==> config.mk <==
export PLATFORM = sky130hd
export DESIGN_NAME = cnms_iou
export DESIGN_NICKNAME = d
export VERILOG_FILES = /design/src/cnms_pkg.sv /design/src/cnms_iou.sv
export SDC_FILE = /design/constraint.sdc
export NUM_CORES = 2
export LEC_CHECK = 0
export BUFFER_PORTS_ARGS = -buffer_cell sky130_fd_sc_hd__buf_2
export CAP_MARGIN = 25
export CELL_PAD_IN_SITES_DETAIL_PLACEMENT = 1
export CELL_PAD_IN_SITES_GLOBAL_PLACEMENT = 2
export CORE_ASPECT_RATIO = 0.8
export CORE_MARGIN = 4
export CORE_UTILIZATION = 46
export DETAILED_ROUTE_END_ITERATION = 8
export GPL_TIMING_DRIVEN = 0
export PLACE_DENSITY_LB_ADDON = 0.12
export SYNTH_ARGS = -nofsm -noshare
export SYNTH_HDL_FRONTEND = slang
export SYNTH_SLANG_ARGS = --single-unit
==> constraint.sdc <==
create_clock -name clk_i -period 21.9 [get_ports clk_i]
set_input_delay 4.38 -clock clk_i [delete_from_list [all_inputs] [get_ports clk_i]]
set_output_delay 4.38 -clock clk_i [all_outputs]
set_load 0.05 [all_outputs]
==> src/cnms_pkg.sv <==
// Package with shared types, constants and sequencer states of the class-wise NMS unit.
package cnms_pkg;

  localparam int unsigned MaxBoxesDef  = 64;
  localparam int unsigned LabelBitsDef = 8;
  localparam logic [15:0] IouThrReset  = 16'd29491;

  typedef struct packed {
    logic [15:0] box_x_min;
    logic [15:0] box_y_min;
    logic [15:0] box_x_max;
    logic [15:0] box_y_max;
    logic [15:0] score;
    logic [7:0]  class_label;
    logic        last_box;
  } in_t;

  typedef struct packed {
    logic [5:0] kept_index;
    logic       last_kept;
  } out_t;

  typedef struct packed {
    logic [15:0] x_min;
    logic [15:0] y_min;
    logic [15:0] x_max;
    logic [15:0] y_max;
  } box_t;

  typedef struct packed {
    logic ld_ext;
    logic ld_mul;
    logic ld_uni;
  } iou_ctl_t;

  typedef enum logic [4:0] {
    ST_LOAD,
    ST_SI_RD,
    ST_SI_WT,
    ST_SJ_RD,
    ST_SJ_CMP,
    ST_ORD_WR,
    ST_A_RD,
    ST_A_WT,
    ST_I_RD,
    ST_I_WT,
    ST_B_RD,
    ST_B_WT,
    ST_J_RD,
    ST_J_WT,
    ST_C1,
    ST_C2,
    ST_C3,
    ST_NEXT_B,
    ST_NEXT_A,
    ST_FLUSH
  } state_e;

endpackage

==> src/cnms_iou.sv <==
// Staged IoU datapath that decides whether a kept box suppresses a candidate box.
module cnms_iou (
  input  logic              clk_i,
  input  cnms_pkg::iou_ctl_t ctl_i,
  input  cnms_pkg::box_t    box_a_i,
  input  cnms_pkg::box_t    box_b_i,
  input  logic [15:0]       thr_i,
  output logic              suppress_o
);

  function automatic logic [15:0] extent(input logic [15:0] lo, input logic [15:0] hi);
    return (hi > lo) ? (hi - lo) : 16'd0;
  endfunction

  logic [15:0] iw_q, ih_q, aw_q, ah_q, bw_q, bh_q;
  logic [31:0] inter_q, area_a_q, area_b_q;
  logic [32:0] uni_q;
  logic        ok_q;
  logic [15:0] ix0, iy0, ix1, iy1;
  logic [32:0] sum;
  logic [48:0] lhs, rhs;

  always_comb begin
    ix0 = (box_a_i.x_min > box_b_i.x_min) ? box_a_i.x_min : box_b_i.x_min;
    iy0 = (box_a_i.y_min > box_b_i.y_min) ? box_a_i.y_min : box_b_i.y_min;
    ix1 = (box_a_i.x_max < box_b_i.x_max) ? box_a_i.x_max : box_b_i.x_max;
    iy1 = (box_a_i.y_max < box_b_i.y_max) ? box_a_i.y_max : box_b_i.y_max;
    sum = {1'b0, area_a_q} + {1'b0, area_b_q};
  end

  always_ff @(posedge clk_i) begin
    if (ctl_i.ld_ext) begin
      iw_q <= extent(ix0, ix1);
      ih_q <= extent(iy0, iy1);
      aw_q <= extent(box_a_i.x_min, box_a_i.x_max);
      ah_q <= extent(box_a_i.y_min, box_a_i.y_max);
      bw_q <= extent(box_b_i.x_min, box_b_i.x_max);
      bh_q <= extent(box_b_i.y_min, box_b_i.y_max);
    end
    if (ctl_i.ld_mul) begin
      inter_q  <= iw_q * ih_q;
      area_a_q <= aw_q * ah_q;
      area_b_q <= bw_q * bh_q;
    end
    if (ctl_i.ld_uni) begin
      // A union of zero or less never suppresses.
      ok_q  <= sum > {1'b0, inter_q};
      uni_q <= sum - {1'b0, inter_q};
    end
  end

  always_comb begin
    lhs = {1'b0, inter_q, 16'd0};
    rhs = {33'd0, thr_i} * {16'd0, uni_q};
    suppress_o = ok_q && (lhs > rhs);
  end

endmodule

**After elaboration in Yosys (flattened, before gate mapping)**

Cells that the tools add are included.

- Word-level logic and storage cells: 40
- Register bits after elaboration: 226
- Input port bits: 148
- Output and inout port bits: 1

- Add/subtract/negate cells: 8
- Muxes and demuxes: 4
- Reduce and logical (&&, ||, !) cells: 1
- Order comparisons: 12
- $mul: 4

Operators by type and width:

| cell | number |
|---|---|
| > comparator 16 bit | 8 |
| multiplier 16 x 16 -> 32 bit | 3 |
| subtractor 16 bit | 6 |
| two-way mux 16 bit | 4 |
| > comparator 48 x 49 -> 1 bit | 1 |
| multiplier 16 x 33 -> 49 bit | 1 |
| adder 32 x 32 -> 33 bit | 1 |
| > comparator 33 x 32 -> 1 bit | 1 |
| subtractor 33 x 32 -> 33 bit | 1 |
| < comparator 16 bit | 2 |
| logical AND 1 bit | 1 |

**Depth between registers and ports, before layout**

- Depth in word-level cells: 3
- Mapped depth: 37
- Gate-level depth less buffers: 35

**Least setup slack after synthesis**

No wires, ideal clock.

- Path kind: input port to output port
- From: input port thr_i[9]
- To: output port suppress_o
- Cell stages on the path: 34
- Data arrival time: 11.842 ns
- Required time: 17.520 ns
- Path slack: 5.678 ns
- Buffers on the path: 3
- Path through: clkbuf_1 > clkbuf_1 > nand2_1 > fa_1 > inv_1 > fa_1 > inv_1 > fa_1 > inv_1 > fa_1 > fa_1 > inv_1 > fa_1 > inv_1 > ha_1 > buf_2 > nand4_1 > a211oi_1 > o41ai_2 > a31oi_2 > a211oi_2 > o31ai_2 > a21o_1 > a21oi_2 > o21ai_1 > a221oi_2 > xor2_1 > ha_1 > nand3_1 > nor2_1 > nand2_1 > o211ai_1 > o311ai_0 > nor2_1

- Longest elaborated chain between the ends: 3

RTL lines:

| item | RTL line | text |
|---|---|---|
| start, declared | cnms_iou.sv:7 | `input logic [15:0] thr_i,` |
| multiplier 16 x 33 -> 49 bit | cnms_iou.sv:54 | `rhs = {33'd0, thr_i} * {16'd0, uni_q};` |
| > comparator 48 x 49 -> 1 bit | cnms_iou.sv:55 | `suppress_o = ok_q && (lhs > rhs);` |
| logical AND 1 bit | cnms_iou.sv:55 |  |
| end, declared | cnms_iou.sv:8 | `output logic suppress_o` |

No other way between the ends.

**Final worst setup path**

Ends and elaborated chain as after synthesis.

==> results by group <==
Finish
  – Most common cell after layout, fill and taps aside: inv_1
  – Total Nets Final: 8488
  – Fraction of layout instances using a drive strength above 1: 0.0407
  – Most frequent cells in the layout: inv_1, fa_1, nand2_1, ha_1, and2_1
  – Area Overhead vs Synth: 6.74%

Routing
  – DRC: 0
  – Post-Route WL: 189000 µm
  – First DRT Iteration DRCs: 2431
  – Via density: 5.40
  – DRT antenna net count: 0
  – Via count: 44844
  – Drt wl/cell: approximately 23 µm
  – Drt pass-1 iters: 9

Logic synthesis
  – Synth unique cells: 75
  – Synth Instances: between 6000 and 7000
  – Syn_nets: 8305
  – Asr flop ratio synth: 0
  – YS warnings: 0
  – Seq cells post-synth: 226
  – Main synth FF type: edfxtp_1
  – Synth Area per Inst: between 9 and 10 µm²
  – Number of enable flip-flop cells after synthesis: approximately 230
  – Sequential-to-total area share from yosys stat: 0.116
  – Netlist Area Pre-Place: 58500 µm²

Placed design
  – GPL Wtd Cong: 0.903
  – DPL Wire Length: 164000 µm
  – IO Port Bufs: 147

Critical path
  – Register-to-Register Setup Slack: 13.97 ns
  – CP Launch Type: input port
  – WP data arrival: between 10 and 15 ns
  – Most frequent CP cell: fa_1
  – Crit end category: output port
  – Critical path class: in -> out
  – Crit-path max cell delay: 0.76 ns
  – Slowest library cell on the worst path: clkbuf_1
  – Reg2reg start: aw_q[10]$_SDFFCE_PP0P_
  – Critical path data required time: 17.52 ns
  – CP Launch Point: thr_i[9]
  – CP Max Fanout: 10

Timing
  – Total negative setup slack: 0 ns
  – Final hold violation count: 0
  – Final min period: 18.89 ns
  – Clock Skews: 0.0352 ns
  – Max Fclk: roughly 53 MHz
  – RSZ-0062 raised after global routing: no
  – Max Slew Vio Count: 0
  – Setup-failing EPs final: 0
  – Worst-margin pin slew: ~0.97 ns
  – Fin crit share: 0.862
  – Rel. slew slack: 0.349

Global routing
  – GRT Util Overall: 0.290
  – GRT met1 Usage: 0.407
  – GRT met2 Usage: 0.482
  – Largest net degree at the start of global routing: between 80 and 90
  – Antenna violations before repair: 8
  – Vias in the first global route: 49650
  – Most Crowded Layer GR: met2
  – Grt ovf: 0
  – First-pass GRT wire length: 296000 µm
  – M3 GR Usage: 0.0305

Job
  – Maxcap violations: 0

Min path
  – Min-delay worst type: reg -> reg
  – Hold Crit Start: inter_q[0]$_DFFE_PP_

CTS
  – Clock buffer depth: 3
  – TritonCTS clock tree: done
  – Cts hold-fix bufs: 0
  – Inserted Clock Buffers: 28
  – Post-CTS setup buffers: 0
  – Clk_lat worst skew: a little under 0.6 ns
  – Clk sinks: 226
  – Gates resized, CTS repair: 0
  – H-tree Lvls: 1
  – Register clock-pin slew on the reported worst setup and hold paths: around 0.060 ns
  – Clock Tree Root: clkbuf_16

Die
  – Die X: 407 µm
  – Starting density of the core: 0.465
  – Die area: 133000 µm²
  – Core ar.: 126000 µm²
  – IO Count: 149
  – DIE HEIGHT: around 330 µm
  – # rows: 116

Status
  – Status: finished, final reports clean
[critical path, delay by kind of cell]
family | cells | cell delay (ns)
adders and majority gates | 8 | 3.74
AOI/OAI and AO/OA | 8 | 2.62
and+or+nand+nor | 10 | 1.97
buffers and inverters | 6 | 1.60
xor gates and xnor gates | 1 | 0.15
[final cells by class]
| class | count | area, µm² |
|---|---|---|
| diodes | 2 | 5.00 |
| multi-input cells | 4704 | 46000 |
| repair buffers | 153 | 826 |
| fillers | 14772 | 63300 |
| clock buffers | 30 | 729 |
| plain buffers | 200 | 773 |
| clock inverters | 21 | 308 |
| inverters | 1318 | 4950 |
| flip-flops and latches | 226 | 6790 |
| well taps | 1652 | 2070 |
[Yosys cell counts, types with 76 or more instances]
| master | number | area (µm²) |
|---|---|---|
| and2_1 | 463 | 2900 |
| xor2_1 | 76 | 666 |
| inv_1 | 1318 | 4950 |
| edfxtp_1 | 226 | 6790 |
| xnor2_1 | 155 | 1360 |
| nor2_1 | 199 | 747 |
| ha_1 | 687 | 8600 |
| o21ai_0 | 117 | 586 |
| a21o_1 | 159 | 1190 |
| fa_1 | 1022 | 20500 |
| a21oi_1 | 230 | 1150 |
| nand2_1 | 961 | 3610 |
| clkbuf_1 | 189 | 709 |
[path summary, 6_finish.rpt]
| check | endpoint | cells past startpoint |
|---|---|---|
| worst min register to register | uni_q[0]$_DFFE_PP_ | 2 |
| worst max register to register | area_a_q[30]$_DFFE_PP_ | 25 |
| worst max-delay path | suppress_o | 33 |
| worst min-delay path | uni_q[0]$_DFFE_PP_ | 2 |
[routing by layer]
metal / part of all wire / wire [µm]
met5: 0.00014 / 27
met4: 0.032 / 5960
met3: 0.050 / 9450
met2: 0.47 / 87900
met1: 0.45 / 85600
[cell families after synthesis]
group,synth area share
and+or+nand+nor,0.156
adders and majority gates,0.497
buffers and inverters,0.0979
AOI/OAI and AO/OA,0.0850
xor gates and xnor gates,0.0346
DFF,0.116
muxes,0.0131
[through the flow]
stage	hold slack, ns	cells	cell area [µm²]	utilization	setup WS (ns)
2_1_floorplan	0.600	6448	58500	-	5.68
3_3_place_gp	0.779	8247	61300	0.487	1.95
3_5_place_dp	0.804	8253	61400	0.488	2.96
4_1_cts	0.814	8304	62400	0.496	2.93
5_1_grt	0.855	8304	62400	0.496	2.63
6_report	0.805	8306	62400	0.496	3.01
[registers in the layout, indices dropped and copies added (netlist names)]
name,cells
ok_q,1
ah_q,16
inter_q,32
ih_q,16
area_a_q,32
aw_q,16
area_b_q,32
bh_q,16
iw_q,16
bw_q,16
uni_q,33
Power is not shown: default switching activity piles up to over one toggle a cycle in this logic, so the estimate is an artifact.
