==> src/cnms_ram.sv <==
// Generic single-write, single-read RAM with registered read data.
module cnms_ram #(
  parameter int unsigned WIDTH = 8,
  parameter int unsigned DEPTH = 64
) (
  input  logic                     clk_i,
  input  logic                     we_i,
  input  logic [$clog2(DEPTH)-1:0] waddr_i,
  input  logic [WIDTH-1:0]         wdata_i,
  input  logic [$clog2(DEPTH)-1:0] raddr_i,
  output logic [WIDTH-1:0]         rdata_o
);

  logic [WIDTH-1:0] mem_q [DEPTH];
  logic [WIDTH-1:0] rdata_q;

  always_ff @(posedge clk_i) begin
    if (we_i) begin
      mem_q[waddr_i] <= wdata_i;
    end
    rdata_q <= mem_q[raddr_i];
  end

  assign rdata_o = rdata_q;

endmodule

==> config.mk <==
export PLATFORM = sky130hd
export DESIGN_NAME = cnms_ram
export DESIGN_NICKNAME = d
export VERILOG_FILES = /design/src/cnms_ram.sv
export SDC_FILE = /design/constraint.sdc
export NUM_CORES = 1
export LEC_CHECK = 0
export ABC_AREA = 1
export BUFFER_PORTS_ARGS = -buffer_cell sky130_fd_sc_hd__clkbuf_2
export CORE_ASPECT_RATIO = 1.25
export CORE_UTILIZATION = 63
export DETAILED_ROUTE_END_ITERATION = 6
export GPL_ROUTABILITY_DRIVEN = 0
export PLACE_DENSITY = 0.81
export SYNTH_ARGS = -nofsm -noshare
export SYNTH_HDL_FRONTEND = slang
export SYNTH_SLANG_ARGS = --single-unit
export TNS_END_PERCENT = 50
==> constraint.sdc <==
create_clock -name clk_i -period 2.1 [get_ports clk_i]
set_clock_uncertainty 0.05 [all_clocks]
set_input_delay 0.105 -clock clk_i [delete_from_list [all_inputs] [get_ports clk_i]]
set_output_delay 0.105 -clock clk_i [all_outputs]
set_load 0.01 [all_outputs]
# Word level (Yosys, flattened, before mapping)
# Memory sizes are Yosys's and may differ from the RTL's. A register that Yosys moved wholly into a read port is not among the register bits.
# Index checks and enable logic that the tools add are counted.
# classes
mul	0
n_reduce_logical	0
n_addsub	0
bitwise	0
eq_ne	0
div_mod_pow	0
shifts	0
order_cmp	0
mux	2
# ops
operator	n
1-bit 2-to-1 mux	2
# word_totals
ff_bits	0
latchBits	0
rom_bits	0
inputBits	22
word_cells	3
n_memories	1
ram_bits	512
output_inout_bits	8
# mem_list
name	words	width	read_ports	rd_ports_with_merged_regs	write_ports	line	text
mem_q	64	8	1	1	1	14	logic [WIDTH-1:0] mem_q [DEPTH];

# Depth between registers and ports, before layout
# Gate-level depths: netlist of run 1.
# logic_depth
ltp_word	2
mapped_depth	12
depth_no_buf	9

# Worst setup path after synthesis of run 1
# No wires, ideal clock.
# synth_path
path_kind	in2reg
startpoint	in we_i
endpoint	mem mem_q[48][0] (enable)
required_ns	1.655
n_path_buf	1
setup_ns	0.395
arrival_ns	1.476
path_stages	3
slack_ns	0.179
cell_sequence	clkbuf_1 -> nand4_1 -> nor4_1
# synth_via
elab_chain_len	2
# synth_lines
item	line	text
start: declaration	7	input logic we_i,
1-bit 2-to-1 mux	18	if (we_i) begin
1-bit 2-to-1 mux (not written as such)	19	mem_q[waddr_i] <= wdata_i;
end: declaration	14	
# Every way passes these cells.

==> impl_metrics.json, run 1 <==
{
  "die_height_um": 208,
  "synth_seq_cells": 520,
  "finalSetupViolCount": 0,
  "multiInputGateArea_mm2": 0.00495,
  "synth_top_area_share": 0.720,
  "vias_per_cell": 6.21,
  "fin_total_pwr_w": 0.0219,
  "final_core_util": 0.713,
  "dr.pass1.iters": 7,
  "cts_buffers": 48,
  "grt_max_degree": 85,
  "yosys_warnings": 0,
  "holdCritPathClass": "in -> reg",
  "powerDensity_mw_per_mm2": 917,
  "ant_nets": 0,
  "final-seq-area_mm2": 0.0155,
  "synth_top_flop_cell": "edfxtp_1",
  "netlist_top_cells_area": "edfxtp_1, nand2_1, nand3_1",
  "critPathArrivalTime_ns": 1.79,
  "fmax_ghz": 0.723,
  "critPathLaunchType": "flip-flop",
  "cts_tree": "built",
  "peakVddDrop_mv": 1.03,
  "postCtsSetupBuffers": 0,
  "synth_common_cells": "nand2_1, edfxtp_1, nand3_1",
  "drtIter0Drc": 2072,
  "clk_pin_slew_ns": 0.07,
  "dp_hpwl_um": 31000,
  "synth_area_mm2": 0.0213,
  "syn_inst": 1805,
  "layout.cells.non_filler": 2339,
  "grt_usage": 0.312,
  "vias": 14500,
  "wl_per_cell_um": 22.6,
  "die_x_um": 167,
  "critical_path_peak_fanout": 1,
  "drc": 1,
  "cts_buffer_depth": 3,
  "yosysTopAreaCell": "edfxtp_1",
  "crit_type": "reg -> reg",
  "pin_count": 30,
  "violations": "DRC",
  "dp_cells": 2252,
  "start_util": 0.637,
  "synth_nets": 1827,
  "synth.distinct_cells": 16,
  "cts_resized": 0,
  "tightest_slew_ns": 0.817,
  "core.rowCount": 75,
  "slew_viol_final": 0,
  "port_buffers": 29,
  "period_share": 0.658,
  "tns_ns": 0,
  "grt_pass1_vias": 14100,
  "clock_sinks": 520,
  "hold_viol": 0,
  "syn_area_per_cell_um2": 11.8,
  "clock_latency_ns": 0.56,
  "whs_ns": 0.00526,
  "fillers": 2172,
  "yosysSeqAreaShare": 0.728,
  "post-synth-top-count-cell": "nand2_1",
  "htreeDepth": 2,
  "synth_edf_count": 512,
  "outcome": "finished with violations",
  "required_ns": 2.50,
  "drt-total-wl_um": 52800,
  "synth-async-reset-ratio": 0,
  "fin_nets": 1902,
  "gr-total-overflow": 0,
  "cts-root-buf": "clkbuf_16",
  "power.leakage_nw": 8.82,
  "grt_pass1_wl_um": 80700,
  "cap_violations": 0,
  "fin_crit_ns": 1.38,
  "antennaDiodeCount": 0,
  "die_area_mm2": 0.0346,
  "slew-limit-headroom": 0.455,
  "drive_gt1_frac": 0.110,
  "core-area_mm2": 0.0335,
  "cp-end-kind": "flip-flop",
  "rsz0062_at_grt": "false",
  "area_growth_pct": 12.0,
  "antenna_found_initial": 0,
  "cts.hold.buffers_added": 1
}
[worst paths after layout]
kind / from / endpoint / slack, ns / cells after the start
max reg2reg: mem_q[31][7] / rdata_o[7] / 0.72 / 8
min reg2reg: mem_q[60][6] / rdata_o[6] / 0.77 / 8
max: mem_q[31][7] / rdata_o[7] / 0.72 / 8
min: wdata_i[6] / mem_q[47][6] / 0.005 / 2
[routing by layer]
layer | GRT usage | share of wire | vias to the layer above
li1 | - | - | 6486
met1 | 0.390 | 0.34 | 6852
met2 | 0.531 | 0.51 | 975
met3 | 0.0479 | 0.10 | 208
met4 | 0.163 | 0.057 | 0
met5 | 0 | 0 | -
[area by class of cell]
class                           instances  area share
Clock buffer                           54      0.0521
Timing Repair Buffer                  138      0.0507
Tap cell                              423      0.0221
Inverter                               12     0.00220
Clock inverter                         32      0.0158
Multi-Input combinational cell       1160       0.207
Sequential cell                       520       0.650
[critical path, stage by stage (launching register included)]
cell      delay (ns)
edfxtp_1        0.37
nand2_1         0.08
nand3_1         0.11
nand3_1         0.11
nand2_1         0.07
nand2_1         0.09
nand3_1         0.14
nand3_1         0.19
nand2_1         0.08
[metrics by stage]
stage | area [µm²] | setup WS [ns]
2_1_floorplan | 21300 | 0.179
3_3_place_gp | 22300 | 0.393
3_5_place_dp | 22300 | 0.356
4_1_cts | 23900 | 0.754
5_1_grt | 23900 | 0.637
6_report | 23900 | 0.718
[placed cells by master (no fill, tap or decap), drive strengths merged]
master         n
nand2        648
edfxtp       512
nand3        439
buf          110
clkbuf        81
nor2          56
clkinv        21
inv           12
nand4          9
bufinv         9
nor4           8
dfxtp          8
clkinvlp       2
dlygate4sd3    1
[logic make-up (layout without fill, tap and decap cells)]
logic type             Yosys count  after routing  synth area share
AND/OR/NAND/NOR               1160           1160             0.232
flip-flops                     520            520             0.728
buffers and inverters          125            236            0.0402
[power breakdown]
group,total (W),switching (W),internal (W)
combinational,0.00140,0.00102,0.000378
clock,0.00900,0.00364,0.00535
sequential,0.0115,0.0000452,0.0115
[flip-flops by register name (all words and copies together), names as in the netlist]
signal / flops
mem_q: 512
rdata_o: 8
(Power assumes the default switching activity.)
==> inputs of run 2 (changes only) <==
clock period = 1.45 ns   (was 2.1 ns; I/O delays follow)
==> impl_metrics.json, run 2 (synthesis gave the netlist of run 1 again) <==
{
  "final_common_cell": "nand2_1",
  "cp-end-kind": "flip-flop",
  "p_sw_frac": 0.225,
  "pre_cts_ws_ns": -0.200,
  "clock_sinks": 520,
  "vias_per_cell": 6.25,
  "seq_power_share": 0.529,
  "layout_common_cells": "nand2_1, edfxtp_1, nand3_1, buf_4, clkbuf_16",
  "grt_max_degree": 81,
  "rsz0062_at_grt": "true",
  "fin_crit_ns": 1.38,
  "finalSetupViolCount": 0,
  "crit_type": "reg -> reg",
  "fmax_ghz": 0.724,
  "port_buffers": 29,
  "min_to": "mem_q[32][1]",
  "drt-total-wl_um": 53900,
  "drc": 2,
  "powerDensity_mw_per_mm2": 1280,
  "antennaDiodeCount": 0,
  "gr-total-overflow": 0,
  "fin_nets": 1954,
  "largest-register": "mem_q",
  "drtIter0Drc": 2039,
  "slew_viol_final": 0,
  "cts_tree": "built",
  "r2r_end": "rdata_o[6]",
  "core-area_mm2": 0.0335,
  "core.rowCount": 75,
  "critPathLaunchType": "flip-flop",
  "hp-start": "waddr_i[5]",
  "p_clk_frac": 0.398,
  "grt_pass1_vias": 14900,
  "reg2reg_slack_ns": 0.07,
  "cts_buffer_depth": 3,
  "area_growth_pct": 15.7,
  "cts_buffers": 48,
  "clk_pin_slew_ns": 0.06,
  "min_path_cells": 4,
  "setup_ws_ns": 0.0691,
  "vias": 15000,
  "htreeDepth": 2,
  "clock_latency_ns": 0.59,
  "peakVddDrop_mv": 1.12,
  "wl_per_cell_um": 22.5,
  "switchingPower_w": 0.00711,
  "die_x_um": 167,
  "cts-root-buf": "clkbuf_16",
  "slew-limit-headroom": 0.702,
  "antenna_found_initial": 0,
  "critPathArrivalTime_ns": 1.80,
  "multiInputGateArea_mm2": 0.00511,
  "rr_startpoint": "mem_q[16][6]",
  "reg2reg_depth": 8,
  "fillers": 1981,
  "period_share": 0.952,
  "grt_usage": 0.318,
  "dr.pass1.iters": 7,
  "tightest_slew_ns": 0.447,
  "critical_path_peak_fanout": 1,
  "start_util": 0.637,
  "ant_nets": 0,
  "postCtsSetupBuffers": 0,
  "die_area_mm2": 0.0346,
  "final-seq-area_mm2": 0.0155,
  "outcome": "finished with violations",
  "pin_count": 30,
  "violations": "DRC",
  "drive_gt1_frac": 0.144,
  "die_height_um": 208,
  "grt_pass1_wl_um": 82700,
  "pwr-share-comb": 0.073,
  "cap_violations": 0,
  "required_ns": 1.87,
  "intPower_w": 0.0244,
  "final_core_util": 0.737,
  "largest_reg_flops": 512,
  "dp_hpwl_um": 31600,
  "holdCritPathClass": "in -> reg",
  "power.leakage_nw": 9.13,
  "hold_viol": 0
}
run 2: cell types whose count changed in the layout (fill, tap and decap cells not counted), moves of 4 or more:
| cell | previous run | this run |
|---|---|---|
| buf_12 | 19 | 41 |
| buf_4 | 90 | 111 |
| nor2_1 | 56 | 44 |
| dlygate4sd3_1 | 1 | 10 |
| nor2_2 | 0 | 9 |
| nor4_1 | 8 | 0 |
| nor4_2 | 0 | 6 |
| bufinv_16 | 9 | 4 |
| nand3_1 | 439 | 434 |
| clkbuf_1 | 5 | 9 |
| clkbuf_8 | 0 | 4 |
run 2: worst max-delay path by stage:
stage / to / cells after the start / slack [ns] / startpoint
after floorplan: mem_q[48][0] / 3 / -0.23 / we_i
after global placement: rdata_o[3] / 12 / -0.17 / raddr_i[0]
after detailed placement: rdata_o[5] / 12 / -0.20 / raddr_i[0]
after CTS: rdata_o[4] / 8 / 0.02 / mem_q[45][4]
after global routing: rdata_o[3] / 8 / 0.00001 / mem_q[51][3]
final: rdata_o[6] / 8 / 0.07 / mem_q[16][6]
run 2: timing repair:
action                                 CTS  global route
endpoints found under the hold margin  354             0
setup endpoints to repair                2             3
resized for setup                        2             7
hold buffers                            10             0
pin swaps                                0             1
run 2: routing by layer:
layer	part of all wire	track usage	up-vias
li1	-	-	6603
met1	0.34	0.397	7105
met2	0.49	0.531	1041
met3	0.11	0.0568	231
met4	0.056	0.175	0
met5	0	0	-
run 2: layout make-up:
cell class | count | area share
Inverter | 12 | 0.00228
Tap cell | 423 | 0.0214
Sequential cell | 520 | 0.629
Clock buffer | 61 | 0.0522
Clock inverter | 29 | 0.0112
Multi-Input combinational cell | 1160 | 0.207
Timing Repair Buffer | 190 | 0.0770
run 2: power groups by stage:
stage               combinational [W]  clock, W  sequential [W]
floorplan                     0.00120         0          0.0170
global placement              0.00209         0          0.0170
detailed placement            0.00216         0          0.0170
CTS                           0.00222    0.0125          0.0167
global route                  0.00244    0.0131          0.0167
finish                        0.00229    0.0125          0.0167
run 2: through the flow:
stage	total power, W	instance area, µm²	instances	setup TNS (ns)	hold WS (ns)
after floorplan	0.0182	21500	1805	-42.81	0.121
after global placement	0.0191	23000	2295	-0.991	0.457
after detailed placement	0.0192	23000	2295	-1.25	0.457
after CTS	0.0315	24700	2395	0	0.0776
after global routing	0.0323	24700	2395	0	0.120
final	0.0315	24700	2395	0	0.0862
run 2: critical path, cell delays in order, from the launching register on:
cell,delay [ns]
edfxtp_1,0.37
nand2_1,0.09
nand3_1,0.09
nand3_1,0.11
nand2_1,0.08
nand2_1,0.12
nand3_1,0.14
nand3_1,0.14
nand2_1,0.07
